===== src/pba_pkg.sv =====
`timescale 1ns / 1ps

package pba_pkg;

    // defaults for the top level parameters
    localparam int POOL_PAGES_DEF      = 1024;
    localparam int PAGE_BYTES_LOG2_DEF = 7;

    // map word geometry
    localparam int WORD_BITS  = 32;
    localparam int WORD_SHIFT = 5;

    // field widths
    localparam int REQ_BYTES_W = 18;
    localparam int COUNT_W     = 11;
    localparam int PADDR_W     = 4;

    localparam logic [COUNT_W-1:0] POOL_PAGES_RST = 11'd1024;
    localparam int                 MIN_PAGES      = 2;

    // register indexes (paddr[3:2])
    localparam logic [1:0] REG_POOL_BASE      = 2'd0;
    localparam logic [1:0] REG_POOL_PAGES     = 2'd1;
    localparam logic [1:0] REG_RESERVED_PAGES = 2'd2;

    // request codes
    localparam logic [1:0] ACT_INIT  = 2'd0;
    localparam logic [1:0] ACT_ALLOC = 2'd1;
    localparam logic [1:0] ACT_FREE  = 2'd2;

    // result codes
    localparam logic [1:0] ST_OK     = 2'd0;
    localparam logic [1:0] ST_NO_FIT = 2'd1;
    localparam logic [1:0] ST_ZERO   = 2'd2;

    typedef struct packed {
        logic [31:0]        pool_base;
        logic [COUNT_W-1:0] pool_pages;
        logic [COUNT_W-1:0] reserved_pages;
    } cfg_t;

endpackage


===== src/pba_cfg_regs.sv =====
`timescale 1ns / 1ps

module pba_cfg_regs
    import pba_pkg::*;
(
    input  logic               clk,
    input  logic               rst_n,
    input  logic               psel,
    input  logic               penable,
    input  logic               pwrite,
    input  logic [PADDR_W-1:0] paddr,
    input  logic [31:0]        pwdata,
    output logic [31:0]        prdata,
    output logic               pready,
    output cfg_t               cfg
);

    cfg_t       cfg_reg;
    logic       wr_en;
    logic [1:0] reg_idx;

    assign pready  = 1'b1;
    assign reg_idx = paddr[3:2];
    assign wr_en   = psel & penable & pwrite;
    assign cfg     = cfg_reg;

    always_ff @(posedge clk or negedge rst_n)
    begin
        if (!rst_n)
        begin
            cfg_reg.pool_base      <= '0;
            cfg_reg.pool_pages     <= POOL_PAGES_RST;
            cfg_reg.reserved_pages <= '0;
        end
        else if (wr_en)
        begin
            case (reg_idx)
                REG_POOL_BASE:      cfg_reg.pool_base      <= pwdata;
                REG_POOL_PAGES:     cfg_reg.pool_pages     <= pwdata[COUNT_W-1:0];
                REG_RESERVED_PAGES: cfg_reg.reserved_pages <= pwdata[COUNT_W-1:0];
                default:            ;
            endcase
        end
    end

    always_comb
    begin
        case (reg_idx)
            REG_POOL_BASE:      prdata = cfg_reg.pool_base;
            REG_POOL_PAGES:     prdata = 32'(cfg_reg.pool_pages);
            REG_RESERVED_PAGES: prdata = 32'(cfg_reg.reserved_pages);
            default:            prdata = '0;
        endcase
    end

endmodule


===== src/page_bitmap_allocator_top.sv =====
`timescale 1ns / 1ps

// channel   ports                                              handshake
// -------   -------------------------------------------------  -------------------------------
// request   action, request_bytes, free_address                start & !busy at a rising edge
// result    status, block_address, pages_freed                 done high for one cycle
// config    psel, penable, pwrite, paddr, pwdata, prdata       write when psel&penable&pwrite
//
// scanning: one page bit per cycle through a single word buffer while no word change is due;
//   a word change first passes S_LOAD, which writes back the held word and fetches the next,
//   and in alloc each used page met passes S_CHECK before the scan goes on
// reset: a clearing pass writes every map word to zero, one word a cycle, with busy high;
//   configuration writes are taken throughout
// stalls: the receiver cannot stall; each result item shows for exactly one cycle on done

module page_bitmap_allocator_top
    import pba_pkg::*;
#(
    parameter int POOL_PAGES      = POOL_PAGES_DEF,
    parameter int PAGE_BYTES_LOG2 = PAGE_BYTES_LOG2_DEF
)
(
    input  logic                   clk,
    input  logic                   rst_n,
    // configuration port
    input  logic                   psel,
    input  logic                   penable,
    input  logic                   pwrite,
    input  logic [PADDR_W-1:0]     paddr,
    input  logic [31:0]            pwdata,
    output logic [31:0]            prdata,
    output logic                   pready,
    // request item
    input  logic                   start,
    output logic                   busy,
    input  logic [1:0]             action,
    input  logic [REQ_BYTES_W-1:0] request_bytes,
    input  logic [31:0]            free_address,
    // result item
    output logic                   done,
    output logic [1:0]             status,
    output logic [31:0]            block_address,
    output logic [COUNT_W-1:0]     pages_freed
);

    // map geometry
    localparam int WORDS  = (POOL_PAGES + WORD_BITS - 1) / WORD_BITS;
    localparam int WIDX_W = (WORDS > 1) ? $clog2(WORDS) : 1;
    localparam int CUR_W  = $clog2(POOL_PAGES + 1);
    localparam int WANT_W = REQ_BYTES_W + 1 - PAGE_BYTES_LOG2;
    localparam int NEED_W = WANT_W + 1;

    localparam logic [REQ_BYTES_W:0] PAGE_MASK =
        (REQ_BYTES_W + 1)'((1 << PAGE_BYTES_LOG2) - 1);
    localparam logic [WIDX_W-1:0] LAST_WORD = WIDX_W'(WORDS - 1);

    typedef enum logic [3:0] {
        S_CLEAR,
        S_IDLE,
        S_INIT,
        S_CHECK,
        S_SCAN,
        S_MARK,
        S_FREE_START,
        S_FREE,
        S_LOAD,
        S_FINISH
    } state_t;

    cfg_t cfg;

    pba_cfg_regs u_cfg (
        .clk     (clk),
        .rst_n   (rst_n),
        .psel    (psel),
        .penable (penable),
        .pwrite  (pwrite),
        .paddr   (paddr),
        .pwdata  (pwdata),
        .prdata  (prdata),
        .pready  (pready),
        .cfg     (cfg)
    );

    // sequencer state
    state_t              state_reg, state_next;
    state_t              ret_reg, ret_next;
    logic [CUR_W-1:0]    cur_reg, cur_next;       // page under the cursor
    logic [CUR_W-1:0]    pos_reg, pos_next;       // start of the candidate run
    logic [CUR_W-1:0]    lim_reg, lim_next;       // live pool size
    logic [CUR_W-1:0]    rsv_reg, rsv_next;       // saturated reserved count
    logic [NEED_W-1:0]   run_reg, run_next;
    logic [NEED_W-1:0]   need_reg, need_next;
    logic [WANT_W-1:0]   want_reg, want_next;
    logic [WANT_W-1:0]   left_reg, left_next;
    logic [WIDX_W-1:0]   sweep_reg, sweep_next;
    logic [WIDX_W-1:0]   bidx_reg, bidx_next;     // word held in the buffer
    logic                bvalid_reg, bvalid_next;
    logic                dirty_reg, dirty_next;
    logic [31:0]         addr_reg, addr_next;
    logic                done_reg, done_next;
    logic [1:0]          status_reg, status_next;
    logic [31:0]         block_reg, block_next;
    logic [COUNT_W-1:0]  freed_reg, freed_next;

    // map memory and its word buffer
    logic [WORD_BITS-1:0] map_mem [WORDS];
    logic [WORD_BITS-1:0] buf_reg, buf_next;
    logic                 mem_we, mem_re;
    logic [WIDX_W-1:0]    mem_waddr, mem_raddr;
    logic [WORD_BITS-1:0] mem_wdata;

    // helpers
    logic [WIDX_W-1:0]     cur_widx;
    logic [WORD_SHIFT-1:0] bit_sel;
    logic                  need_word;
    logic [CUR_W-1:0]      lim_c;
    logic [REQ_BYTES_W:0]  bytes_sum;
    logic [WANT_W-1:0]     want_c;
    logic [31:0]           page32;
    logic [31:0]           rsv_hi;
    logic [WORD_SHIFT-1:0] rsv_lo;
    logic [WORD_BITS-1:0]  init_word;

    assign cur_widx  = WIDX_W'(cur_reg >> WORD_SHIFT);
    assign bit_sel   = WORD_SHIFT'(cur_reg);
    assign need_word = !bvalid_reg || (bidx_reg != cur_widx);

    assign lim_c = (32'(cfg.pool_pages) < 32'(POOL_PAGES)) ?
                   CUR_W'(cfg.pool_pages) : CUR_W'(POOL_PAGES);

    assign bytes_sum = (REQ_BYTES_W + 1)'(request_bytes) + PAGE_MASK;
    assign want_c    = WANT_W'(bytes_sum >> PAGE_BYTES_LOG2);

    assign page32 = (addr_reg - cfg.pool_base) >> PAGE_BYTES_LOG2;

    // init pattern: whole words below the reserved boundary, a partial word at it
    assign rsv_hi = 32'(rsv_reg >> WORD_SHIFT);
    assign rsv_lo = WORD_SHIFT'(rsv_reg);

    always_comb
    begin
        if (32'(sweep_reg) < rsv_hi)
        begin
            init_word = '1;
        end
        else if (32'(sweep_reg) == rsv_hi)
        begin
            init_word = (WORD_BITS'(1) << rsv_lo) - WORD_BITS'(1);
        end
        else
        begin
            init_word = '0;
        end
    end

    always_comb
    begin
        state_next  = state_reg;
        ret_next    = ret_reg;
        cur_next    = cur_reg;
        pos_next    = pos_reg;
        lim_next    = lim_reg;
        rsv_next    = rsv_reg;
        run_next    = run_reg;
        need_next   = need_reg;
        want_next   = want_reg;
        left_next   = left_reg;
        sweep_next  = sweep_reg;
        bidx_next   = bidx_reg;
        bvalid_next = bvalid_reg;
        dirty_next  = dirty_reg;
        addr_next   = addr_reg;
        done_next   = 1'b0;
        status_next = status_reg;
        block_next  = block_reg;
        freed_next  = freed_reg;
        buf_next    = buf_reg;
        mem_we      = 1'b0;
        mem_re      = 1'b0;
        mem_waddr   = bidx_reg;
        mem_raddr   = cur_widx;
        mem_wdata   = buf_reg;

        case (state_reg)
            S_CLEAR:
            begin
                mem_we     = 1'b1;
                mem_waddr  = sweep_reg;
                mem_wdata  = '0;
                sweep_next = sweep_reg + WIDX_W'(1);
                if (sweep_reg == LAST_WORD)
                begin
                    state_next = S_IDLE;
                end
            end

            S_IDLE:
            begin
                if (start)
                begin
                    lim_next    = lim_c;
                    status_next = ST_OK;
                    block_next  = '0;
                    freed_next  = '0;
                    case (action)
                        ACT_INIT:
                        begin
                            sweep_next = '0;
                            rsv_next   = (32'(cfg.reserved_pages) < 32'(lim_c)) ?
                                         CUR_W'(cfg.reserved_pages) : lim_c;
                            state_next = S_INIT;
                        end
                        ACT_ALLOC:
                        begin
                            if (request_bytes == '0)
                            begin
                                status_next = ST_ZERO;
                                state_next  = S_FINISH;
                            end
                            else
                            begin
                                // single pages are rounded up to the minimum
                                if (want_c == WANT_W'(1))
                                begin
                                    want_next = WANT_W'(MIN_PAGES);
                                    need_next = NEED_W'(MIN_PAGES + 1);
                                end
                                else
                                begin
                                    want_next = want_c;
                                    need_next = NEED_W'(want_c) + NEED_W'(1);
                                end
                                pos_next   = '0;
                                cur_next   = '0;
                                run_next   = '0;
                                state_next = S_CHECK;
                            end
                        end
                        ACT_FREE:
                        begin
                            addr_next  = free_address;
                            state_next = S_FREE_START;
                        end
                        default:
                        begin
                            state_next = S_FINISH;
                        end
                    endcase
                end
            end

            S_INIT:
            begin
                mem_we     = 1'b1;
                mem_waddr  = sweep_reg;
                mem_wdata  = init_word;
                sweep_next = sweep_reg + WIDX_W'(1);
                if (sweep_reg == LAST_WORD)
                begin
                    state_next = S_FINISH;
                end
            end

            // does the run starting at pos still fit in the pool
            S_CHECK:
            begin
                if ((32'(pos_reg) + 32'(need_reg)) > 32'(lim_reg))
                begin
                    status_next = ST_NO_FIT;
                    state_next  = S_FINISH;
                end
                else
                begin
                    state_next = S_SCAN;
                end
            end

            S_SCAN:
            begin
                if (need_word)
                begin
                    ret_next   = S_SCAN;
                    state_next = S_LOAD;
                end
                else if (!buf_reg[bit_sel])
                begin
                    if ((run_reg + NEED_W'(1)) == need_reg)
                    begin
                        // run found, skip the guard page and mark from there
                        block_next = cfg.pool_base +
                                     ((32'(pos_reg) + 32'd1) << PAGE_BYTES_LOG2);
                        cur_next   = pos_reg + CUR_W'(1);
                        left_next  = want_reg - WANT_W'(1);
                        state_next = S_MARK;
                    end
                    else
                    begin
                        run_next = run_reg + NEED_W'(1);
                        cur_next = cur_reg + CUR_W'(1);
                    end
                end
                else
                begin
                    // used page, restart just past it
                    pos_next   = cur_reg + CUR_W'(1);
                    cur_next   = cur_reg + CUR_W'(1);
                    run_next   = '0;
                    state_next = S_CHECK;
                end
            end

            S_MARK:
            begin
                if (need_word)
                begin
                    ret_next   = S_MARK;
                    state_next = S_LOAD;
                end
                else
                begin
                    buf_next[bit_sel] = 1'b1;
                    dirty_next        = 1'b1;
                    cur_next          = cur_reg + CUR_W'(1);
                    left_next         = left_reg - WANT_W'(1);
                    if (left_reg == WANT_W'(1))
                    begin
                        state_next = S_FINISH;
                    end
                end
            end

            S_FREE_START:
            begin
                if (page32 >= 32'(lim_reg))
                begin
                    state_next = S_FINISH;
                end
                else
                begin
                    cur_next   = CUR_W'(page32);
                    state_next = S_FREE;
                end
            end

            S_FREE:
            begin
                if (cur_reg >= lim_reg)
                begin
                    state_next = S_FINISH;
                end
                else if (need_word)
                begin
                    ret_next   = S_FREE;
                    state_next = S_LOAD;
                end
                else if (buf_reg[bit_sel])
                begin
                    buf_next[bit_sel] = 1'b0;
                    dirty_next        = 1'b1;
                    freed_next        = freed_reg + COUNT_W'(1);
                    cur_next          = cur_reg + CUR_W'(1);
                end
                else
                begin
                    state_next = S_FINISH;
                end
            end

            // write back the held word if changed, fetch the cursor's word
            S_LOAD:
            begin
                mem_we      = dirty_reg;
                mem_re      = 1'b1;
                bidx_next   = cur_widx;
                bvalid_next = 1'b1;
                dirty_next  = 1'b0;
                state_next  = ret_reg;
            end

            S_FINISH:
            begin
                mem_we      = dirty_reg;
                bvalid_next = 1'b0;
                dirty_next  = 1'b0;
                done_next   = 1'b1;
                state_next  = S_IDLE;
            end

            default:
            begin
                state_next = S_IDLE;
            end
        endcase
    end

    always_ff @(posedge clk or negedge rst_n)
    begin
        if (!rst_n)
        begin
            state_reg  <= S_CLEAR;
            ret_reg    <= S_SCAN;
            cur_reg    <= '0;
            pos_reg    <= '0;
            lim_reg    <= '0;
            rsv_reg    <= '0;
            run_reg    <= '0;
            need_reg   <= '0;
            want_reg   <= '0;
            left_reg   <= '0;
            sweep_reg  <= '0;
            bidx_reg   <= '0;
            bvalid_reg <= 1'b0;
            dirty_reg  <= 1'b0;
            addr_reg   <= '0;
            done_reg   <= 1'b0;
            status_reg <= ST_OK;
            block_reg  <= '0;
            freed_reg  <= '0;
        end
        else
        begin
            state_reg  <= state_next;
            ret_reg    <= ret_next;
            cur_reg    <= cur_next;
            pos_reg    <= pos_next;
            lim_reg    <= lim_next;
            rsv_reg    <= rsv_next;
            run_reg    <= run_next;
            need_reg   <= need_next;
            want_reg   <= want_next;
            left_reg   <= left_next;
            sweep_reg  <= sweep_next;
            bidx_reg   <= bidx_next;
            bvalid_reg <= bvalid_next;
            dirty_reg  <= dirty_next;
            addr_reg   <= addr_next;
            done_reg   <= done_next;
            status_reg <= status_next;
            block_reg  <= block_next;
            freed_reg  <= freed_next;
        end
    end

    // map memory: one write and one registered read a cycle
    always_ff @(posedge clk)
    begin
        if (mem_we)
        begin
            map_mem[mem_waddr] <= mem_wdata;
        end
        if (mem_re)
        begin
            buf_reg <= map_mem[mem_raddr];
        end
        else
        begin
            buf_reg <= buf_next;
        end
    end

    assign busy          = (state_reg != S_IDLE);
    assign done          = done_reg;
    assign status        = status_reg;
    assign block_address = block_reg;
    assign pages_freed   = freed_reg;

endmodule


===== config.mk =====
export PLATFORM = sky130hd
export DESIGN_NAME = page_bitmap_allocator_top
export DESIGN_NICKNAME = d
export VERILOG_FILES = /design/src/pba_pkg.sv /design/src/pba_cfg_regs.sv /design/src/page_bitmap_allocator_top.sv
export SDC_FILE = /design/constraint.sdc
export NUM_CORES = 2
export LEC_CHECK = 0
export BUFFER_PORTS_ARGS = -buffer_cell sky130_fd_sc_hd__buf_4
export CAP_MARGIN = 20
export CORE_MARGIN = 2
export CORE_UTILIZATION = 35
export DETAILED_ROUTE_END_ITERATION = 10
export PLACE_DENSITY_LB_ADDON = 0.05
export RECOVER_POWER = 25
export SETUP_SLACK_MARGIN = 0.4
export SLEW_MARGIN = 5
export SYNTH_ARGS = -nofsm -noshare
export SYNTH_HDL_FRONTEND = slang
export SYNTH_SLANG_ARGS = --single-unit

===== constraint.sdc =====
create_clock -name clk -period 14.25 [get_ports clk]
set_clock_uncertainty 0.15 [all_clocks]
set_input_delay 1.425 -clock clk [delete_from_list [all_inputs] [get_ports clk]]
set_output_delay 1.425 -clock clk [all_outputs]
set_load 0.01 [all_outputs]

After elaboration in Yosys (flattened, before gate mapping)

Memory sizes are Yosys's and may differ from the RTL's.
Cells that the tools add are included.

$add $sub $neg: 14
Order comparisons: 8
Eq/ne operators: 47
Shift operators: 1
Muxes and demuxes: 94
Bitwise gates (word level): 6
Reduce and logical (&&, ||, !) cells: 38

Operators by type and width:

| cell                                               | count |
|---|---|
| two-way mux 32 bit                                 | 11 |
| one-hot mux 32 bit (2 select lines)                | 3 |
| two-way mux 11 bit                                 | 17 |
| one-hot mux 32 bit (3 select lines)                | 1 |
| two-way mux 13 bit                                 | 7 |
| two-way mux 4 bit                                  | 18 |
| two-way mux 12 bit                                 | 5 |
| one-hot mux 11 bit (5 select lines)                | 1 |
| one-hot mux 11 bit (2 select lines)                | 2 |
| != test 2 bit, second input constant               | 18 |
| one-hot mux 4 bit (9 select lines)                 | 1 |
| adder 11 x 1 -> 11 bit, second input constant      | 3 |
| adder 32 x 19 -> 32 bit                            | 1 |
| AND 32 bit                                         | 1 |
| NOT 32 bit                                         | 1 |
| bitwise OR 32 bit                                  | 1 |
| << shifter 1 x 5 -> 32 bit, first input constant   | 1 |
| subtractor 32 x 2 -> 32 bit, second input constant | 1 |
| subtractor 32 bit                                  | 1 |
| AND reduction 5 bit                                | 6 |
| one-hot mux 13 bit (2 select lines)                | 1 |
| >= comparator 25 x 11 -> 1 bit                     | 1 |
| == test 12 x 1 -> 1 bit, second input constant     | 2 |
| one-hot mux 12 bit (2 select lines)                | 1 |
| 55 further kinds                                   | 103 |

Register bits: 278
RAM bits: 1024
Input port bits: 94
Word-level logic and storage cells: 232
Memories kept: 1

Memories:

| name    | words | bits a word | rd ports | clocked after Yosys merged registers in | write ports | RTL line                         | source |
|---|---|---|---|---|---|---|---|
| map_mem | 32    | 32          | 1        | 0                                       | 1           | page_bitmap_allocator_top.sv:107 | `logic [WORD_BITS-1:0] map_mem [WORDS];` |

Logic depth before layout (Yosys ltp)

Depth in word-level cells: 11
Mapped depth: 21
Gate-level depth less buffers: 19

Hierarchy

A second synthesis with hierarchy kept.

Cells, all modules: 3723
Area total of the unflattened synthesis: 58308.4 µm²

By module, submodules not included:

| module                    | times used | cells an instance | area each (µm²) | sequential area each (µm²) |
|---|---|---|---|---|
| page_bitmap_allocator_top | 1          | 3542              | 55863.6         | 36465.0 |
| pba_cfg_regs              | 1          | 181               | 2444.8          | 1352.5 |

Worst setup path before layout

Ideal clock, no wire load.

Kind: register to register
Start: register u_cfg.cfg_reg, in the netlist u_cfg.cfg[30]
End: register cur_reg[10]
Arrival time: 4.319 ns
Setup slack: 9.656 ns
Stages on the path, launching flop included: 20
Buffers on the path: 1
Period minus slack after synthesis: 4.594 ns
Cell sequence: dfrtp_1 > inv_1 > ha_1 > a21oi_1 > o21ai_0 > a211oi_1 > o21ai_0 > xor2_1 > ha_1 > a211oi_1 > o211ai_1 > o311ai_0 > nor4bb_1 > o211a_1 > o211ai_1 > nor4b_1 > nand4_1 > a21oi_2 > buf_6 > mux2_4

Longest elaborated chain between the ends: 4
Elaborated cells on any way between the ends: 6
Classes of those cells: add/sub: 1; order compare: 1; eq/ne: 1; mux: 2; reduce/logical: 1

RTL lines:

| element                        | RTL line                         | source |
|---|---|---|
| start, declared                | pba_cfg_regs.sv:18               | `cfg_t cfg_reg;` |
| subtractor 32 bit *            | page_bitmap_allocator_top.sv:135 | `assign page32 = (addr_reg - cfg.pool_base) >> PAGE_BYTES_LOG2;` |
| >= comparator 25 x 11 -> 1 bit | page_bitmap_allocator_top.sv:335 | `if (page32 >= 32'(lim_reg))` |
| != test 2 bit (no line)        | --                               |  |
| AND reduction 10 bit (no line) | --                               |  |
| end signal, assigned           | page_bitmap_allocator_top.sv:425 | `cur_reg <= cur_next;` |
| end, declared                  | page_bitmap_allocator_top.sv:88  | `logic [CUR_W-1:0] cur_reg, cur_next;` |

Mark *: on every way between the ends. The rest lies on a longest branch, timed or not. The select of a mux whose other input is x is not followed.
A chain may end at the register's enable or synchronous reset.

Worst setup path in the final report

Start: register u_cfg.cfg_reg, in the netlist u_cfg.cfg[30]
End: register cur_reg[1]

Same word-level chain as after synthesis.

==> flow_summary.json <==
{
  "status": "finished with violations",
  "violations": "capacitance limit, slew limit",
  "syn_nets": 3979,
  "setup_tns_ns": 0,
  "largest_register_ffs": 1024,
  "synth_adder_area_share": 0.0259,
  "io_buffers": 170,
  "crit_slowest_cell": "nor4bb_1",
  "grt_max_degree": 140,
  "hold_viol_final": 0,
  "die_w_um": 411,
  "reg2regPathDepth": 18,
  "pre_cts_ws_ns": 7.07,
  "grt_use_met3": 0.0299,
  "p_switching_mw": 4.78,
  "fin_cells": 6295,
  "arrival_ns": 7.62,
  "critPathMaxFanout": 11,
  "syn2layout_area_growth_pct": 15.7,
  "grt-ovfl-total": 0,
  "antenna_found_initial": 1,
  "syn_area_sq_um": 58000,
  "crit_chain": "inv_1, ha_1, a21oi_1, o21ai_0, a211oi_1, o21ai_0, xor2_1, ha_1, a211oi_1, o211ai_1, o311ai_0, nor4bb_1, o211a_1, o211ai_1, nor4b_1, nand4_1, a21oi_2, mux2_2",
  "vias": 34000,
  "rows": 149,
  "leakage_nw": 22.7,
  "fmax_mhz": 141,
  "remaining_drc_errors": 0,
  "cts_setup_buffers": 0,
  "fp.coreArea_sq_um": 165000,
  "numCtsBuffers": 150,
  "yosysTopAreaCell": "edfxtp_1",
  "r2r-end": "cur_reg[1]",
  "use_met2": 0.342,
  "grt_util_met1": 0.298,
  "min_from": "block_address[21]",
  "synth_top_area_share": 0.547,
  "initial_utilization": 0.352,
  "htreeDepth": 4,
  "grt_first_pass_wirelength_mm": 256,
  "maxCapViolCount": 7,
  "synth-seq-area-share": 0.653,
  "hold_end": "block_address[21]",
  "boundaryPins": 174,
  "dieArea_sq_um": 169000,
  "cts_root_buffer": "clkbuf_16",
  "gp_congestion": 0.843,
  "cp_top_family": "compound AO/OA/AOI/OAI gates",
  "nets": 4200,
  "worstSetupStartpoint": "u_cfg.cfg[30]",
  "yosys-top-cells-area": "edfxtp_1 55%, mux4_2 13%, dfrtp_1 10%",
  "synth.distinct_cells": 85,
  "timing.slew.headroom": -3.23,
  "gr-usage-all-layers": 0.210,
  "rsz0062_at_grt": "false",
  "cts_hold_buf": 0,
  "ir_worst_vdd_uv": 122,
  "finalPower_mw": 13.5,
  "hpwl_mm": 106,
  "yosys-mux-area-fraction": 0.150,
  "drtIter0Drc": 3023,
  "avgSynthCellArea_sq_um": 15.4,
  "cp-end-kind": "flop",
  "synthSimpleGateAreaFrac": 0.0657,
  "drtPass1Iterations": 5,
  "tightest_slew_ns": 6.35,
  "finalCritPeriodShare": 0.498,
  "place_inst": 6019,
  "p_clk_frac": 0.281,
  "slowest_delay_ns": 0.78,
  "drtAntennaViolNets": 0,
  "hold_class": "flop to flop",
  "die_y_um": 411,
  "synth_flop_cell": "edfxtp_1",
  "powerDensity_nw_per_um2": 201,
  "setup_ws_ns": 7.15,
  "crit_type": "flop to flop",
  "detail_route.wl_per_cell_um": 28.1,
  "worst_r2r_startpoint": "u_cfg.cfg[30]",
  "synth-edff-count": 1056,
  "min_path_cells": 2,
  "synthTopCellsByCount": "1056 x edfxtp_1, 369 x nand2_1, 328 x mux4_2",
  "vias_per_cell": 5.41,
  "startpoint_type": "flop",
  "cts_resized": 0,
  "cts_sinks": 1300,
  "setup_viol": 0,
  "period_minus_slack_ns": 7.10,
  "clockBufferDepth": 3,
  "reg2reg_slack_ns": 7.15,
  "pwr-share-comb": 0.330,
  "routed_wl_mm": 177,
  "globalRoute.busiestLayer": "met2",
  "swShare": 0.355,
  "synthXorXnorAreaFrac": 0.0184,
  "synth_compound_area_frac": 0.0677,
  "first_global_vias": 34800,
  "sequentialPowerShare": 0.389,
  "yosysMostFrequentCell": "edfxtp_1",
  "cts_tree": "built",
  "ys_warn_count": 0,
  "slew_violations": 378,
  "synthCells": 3767,
  "drive_gt1_frac": 0.219,
  "cp.required_ns": 14.77,
  "synthArstFlopShare": 0.188,
  "p_int_mw": 8.68,
  "path_buf_inv": 1,
  "ys_ff_latch": 1300,
  "clkTransAtPathRegs_ns": 0.06,
  "clk_latency_ns": 0.80,
  "synth_top_family_by_area": "multiplexers"
}
stage by stage:
| step | utilization | hold WS [ns] | cell area, sq um |
|---|---|---|---|
| after detailed placement | 0.380 | 0.309 | 62500 |
| final | 0.408 | 0.326 | 67100 |
| after global routing | 0.407 | 0.349 | 67100 |
| after floorplan | - | 0.300 | 58000 |
| after global placement | 0.379 | 0.317 | 62400 |
| after CTS | 0.409 | 0.318 | 67300 |
power groups by stage:
| stage | Sequential [mW] | Combinational (mW) | Clock, mW |
|---|---|---|---|
| after CTS | 5.23 | 4.53 | 3.90 |
| after detailed placement | 5.30 | 4.52 | 0 |
| after global placement | 5.31 | 4.48 | 0 |
| after global routing | 5.28 | 4.90 | 4.04 |
| final | 5.23 | 4.44 | 3.79 |
| after floorplan | 5.19 | 2.90 | 0 |
worst register-to-register path: stages, from the launching register on:
cell	delay, ns
dfrtp_1	0.39
inv_1	0.17
ha_1	0.34
a21oi_1	0.34
o21ai_0	0.15
a211oi_1	0.66
o21ai_0	0.25
xor2_1	0.43
ha_1	0.35
a211oi_1	0.26
o211ai_1	0.12
o311ai_0	0.38
nor4bb_1	0.78
o211a_1	0.27
o211ai_1	0.09
nor4b_1	0.30
nand4_1	0.38
a21oi_2	0.78
mux2_2	0.41
logic make-up after synthesis:
family	Yosys count
flip-flops	1300
multiplexers	447
AO/OA/AOI/OAI	651
XOR/XNOR	122
AND/OR/NAND/NOR	831
adder cells (fa/ha/maj)	119
buffers and inverters	296
other	1
cells in the final DEF (no fill, tap or decap), drive strengths merged, types with 11 or more instances in the layout:
cell type / Yosys / routed
o22ai: 44 / 44
nand3: 59 / 59
nor2b: 15 / 15
xor2: 55 / 55
clkbuf: 167 / 250
and2: 17 / 17
nor2: 159 / 159
nand2b: 19 / 19
edfxtp: 1056 / 1056
or3: 17 / 17
nor4: 17 / 17
nor3: 59 / 59
nand2: 369 / 369
mux2: 66 / 66
dfrtp: 243 / 243
mux2i: 53 / 53
a31oi: 14 / 14
nand4: 29 / 29
and3: 26 / 26
o21a: 14 / 14
a22oi: 11 / 11
mux4: 328 / 328
o211ai: 20 / 20
xnor2: 67 / 67
o31ai: 38 / 38
buf: 38 / 212
o21ai: 295 / 295
ha: 116 / 116
a21o: 23 / 23
inv: 90 / 97
clkinv: 1 / 63
a21oi: 110 / 110
worst max-delay path by stage:
| stage | endpoint | depth (start not counted) |
|---|---|---|
| floorplan | cur_reg[10] | 19 |
| global placement | cur_reg[1] | 18 |
| detailed placement | cur_reg[1] | 18 |
| CTS | cur_reg[1] | 18 |
| global route | u_cfg.cfg[18] | 1 |
| finish | cur_reg[1] | 18 |
cell type report:
type                    count  area [sq um]
diodes                      2          5.00
clock buffers             188          3990
clock inverters            80           837
fillers                 15100         97500
inverters                  91           342
multi-input cells        2171         19400
flip-flops and latches   1300         37800
well taps                2189          2740
repair buffers            274          1970
layer usage:
layer | part of all wire | routed length [um]
met1 | 0.46 | 80900
met2 | 0.48 | 84500
met3 | 0.043 | 7650
met4 | 0.020 | 3510
met5 | 0 | 0
(Power assumes the default switching activity.)
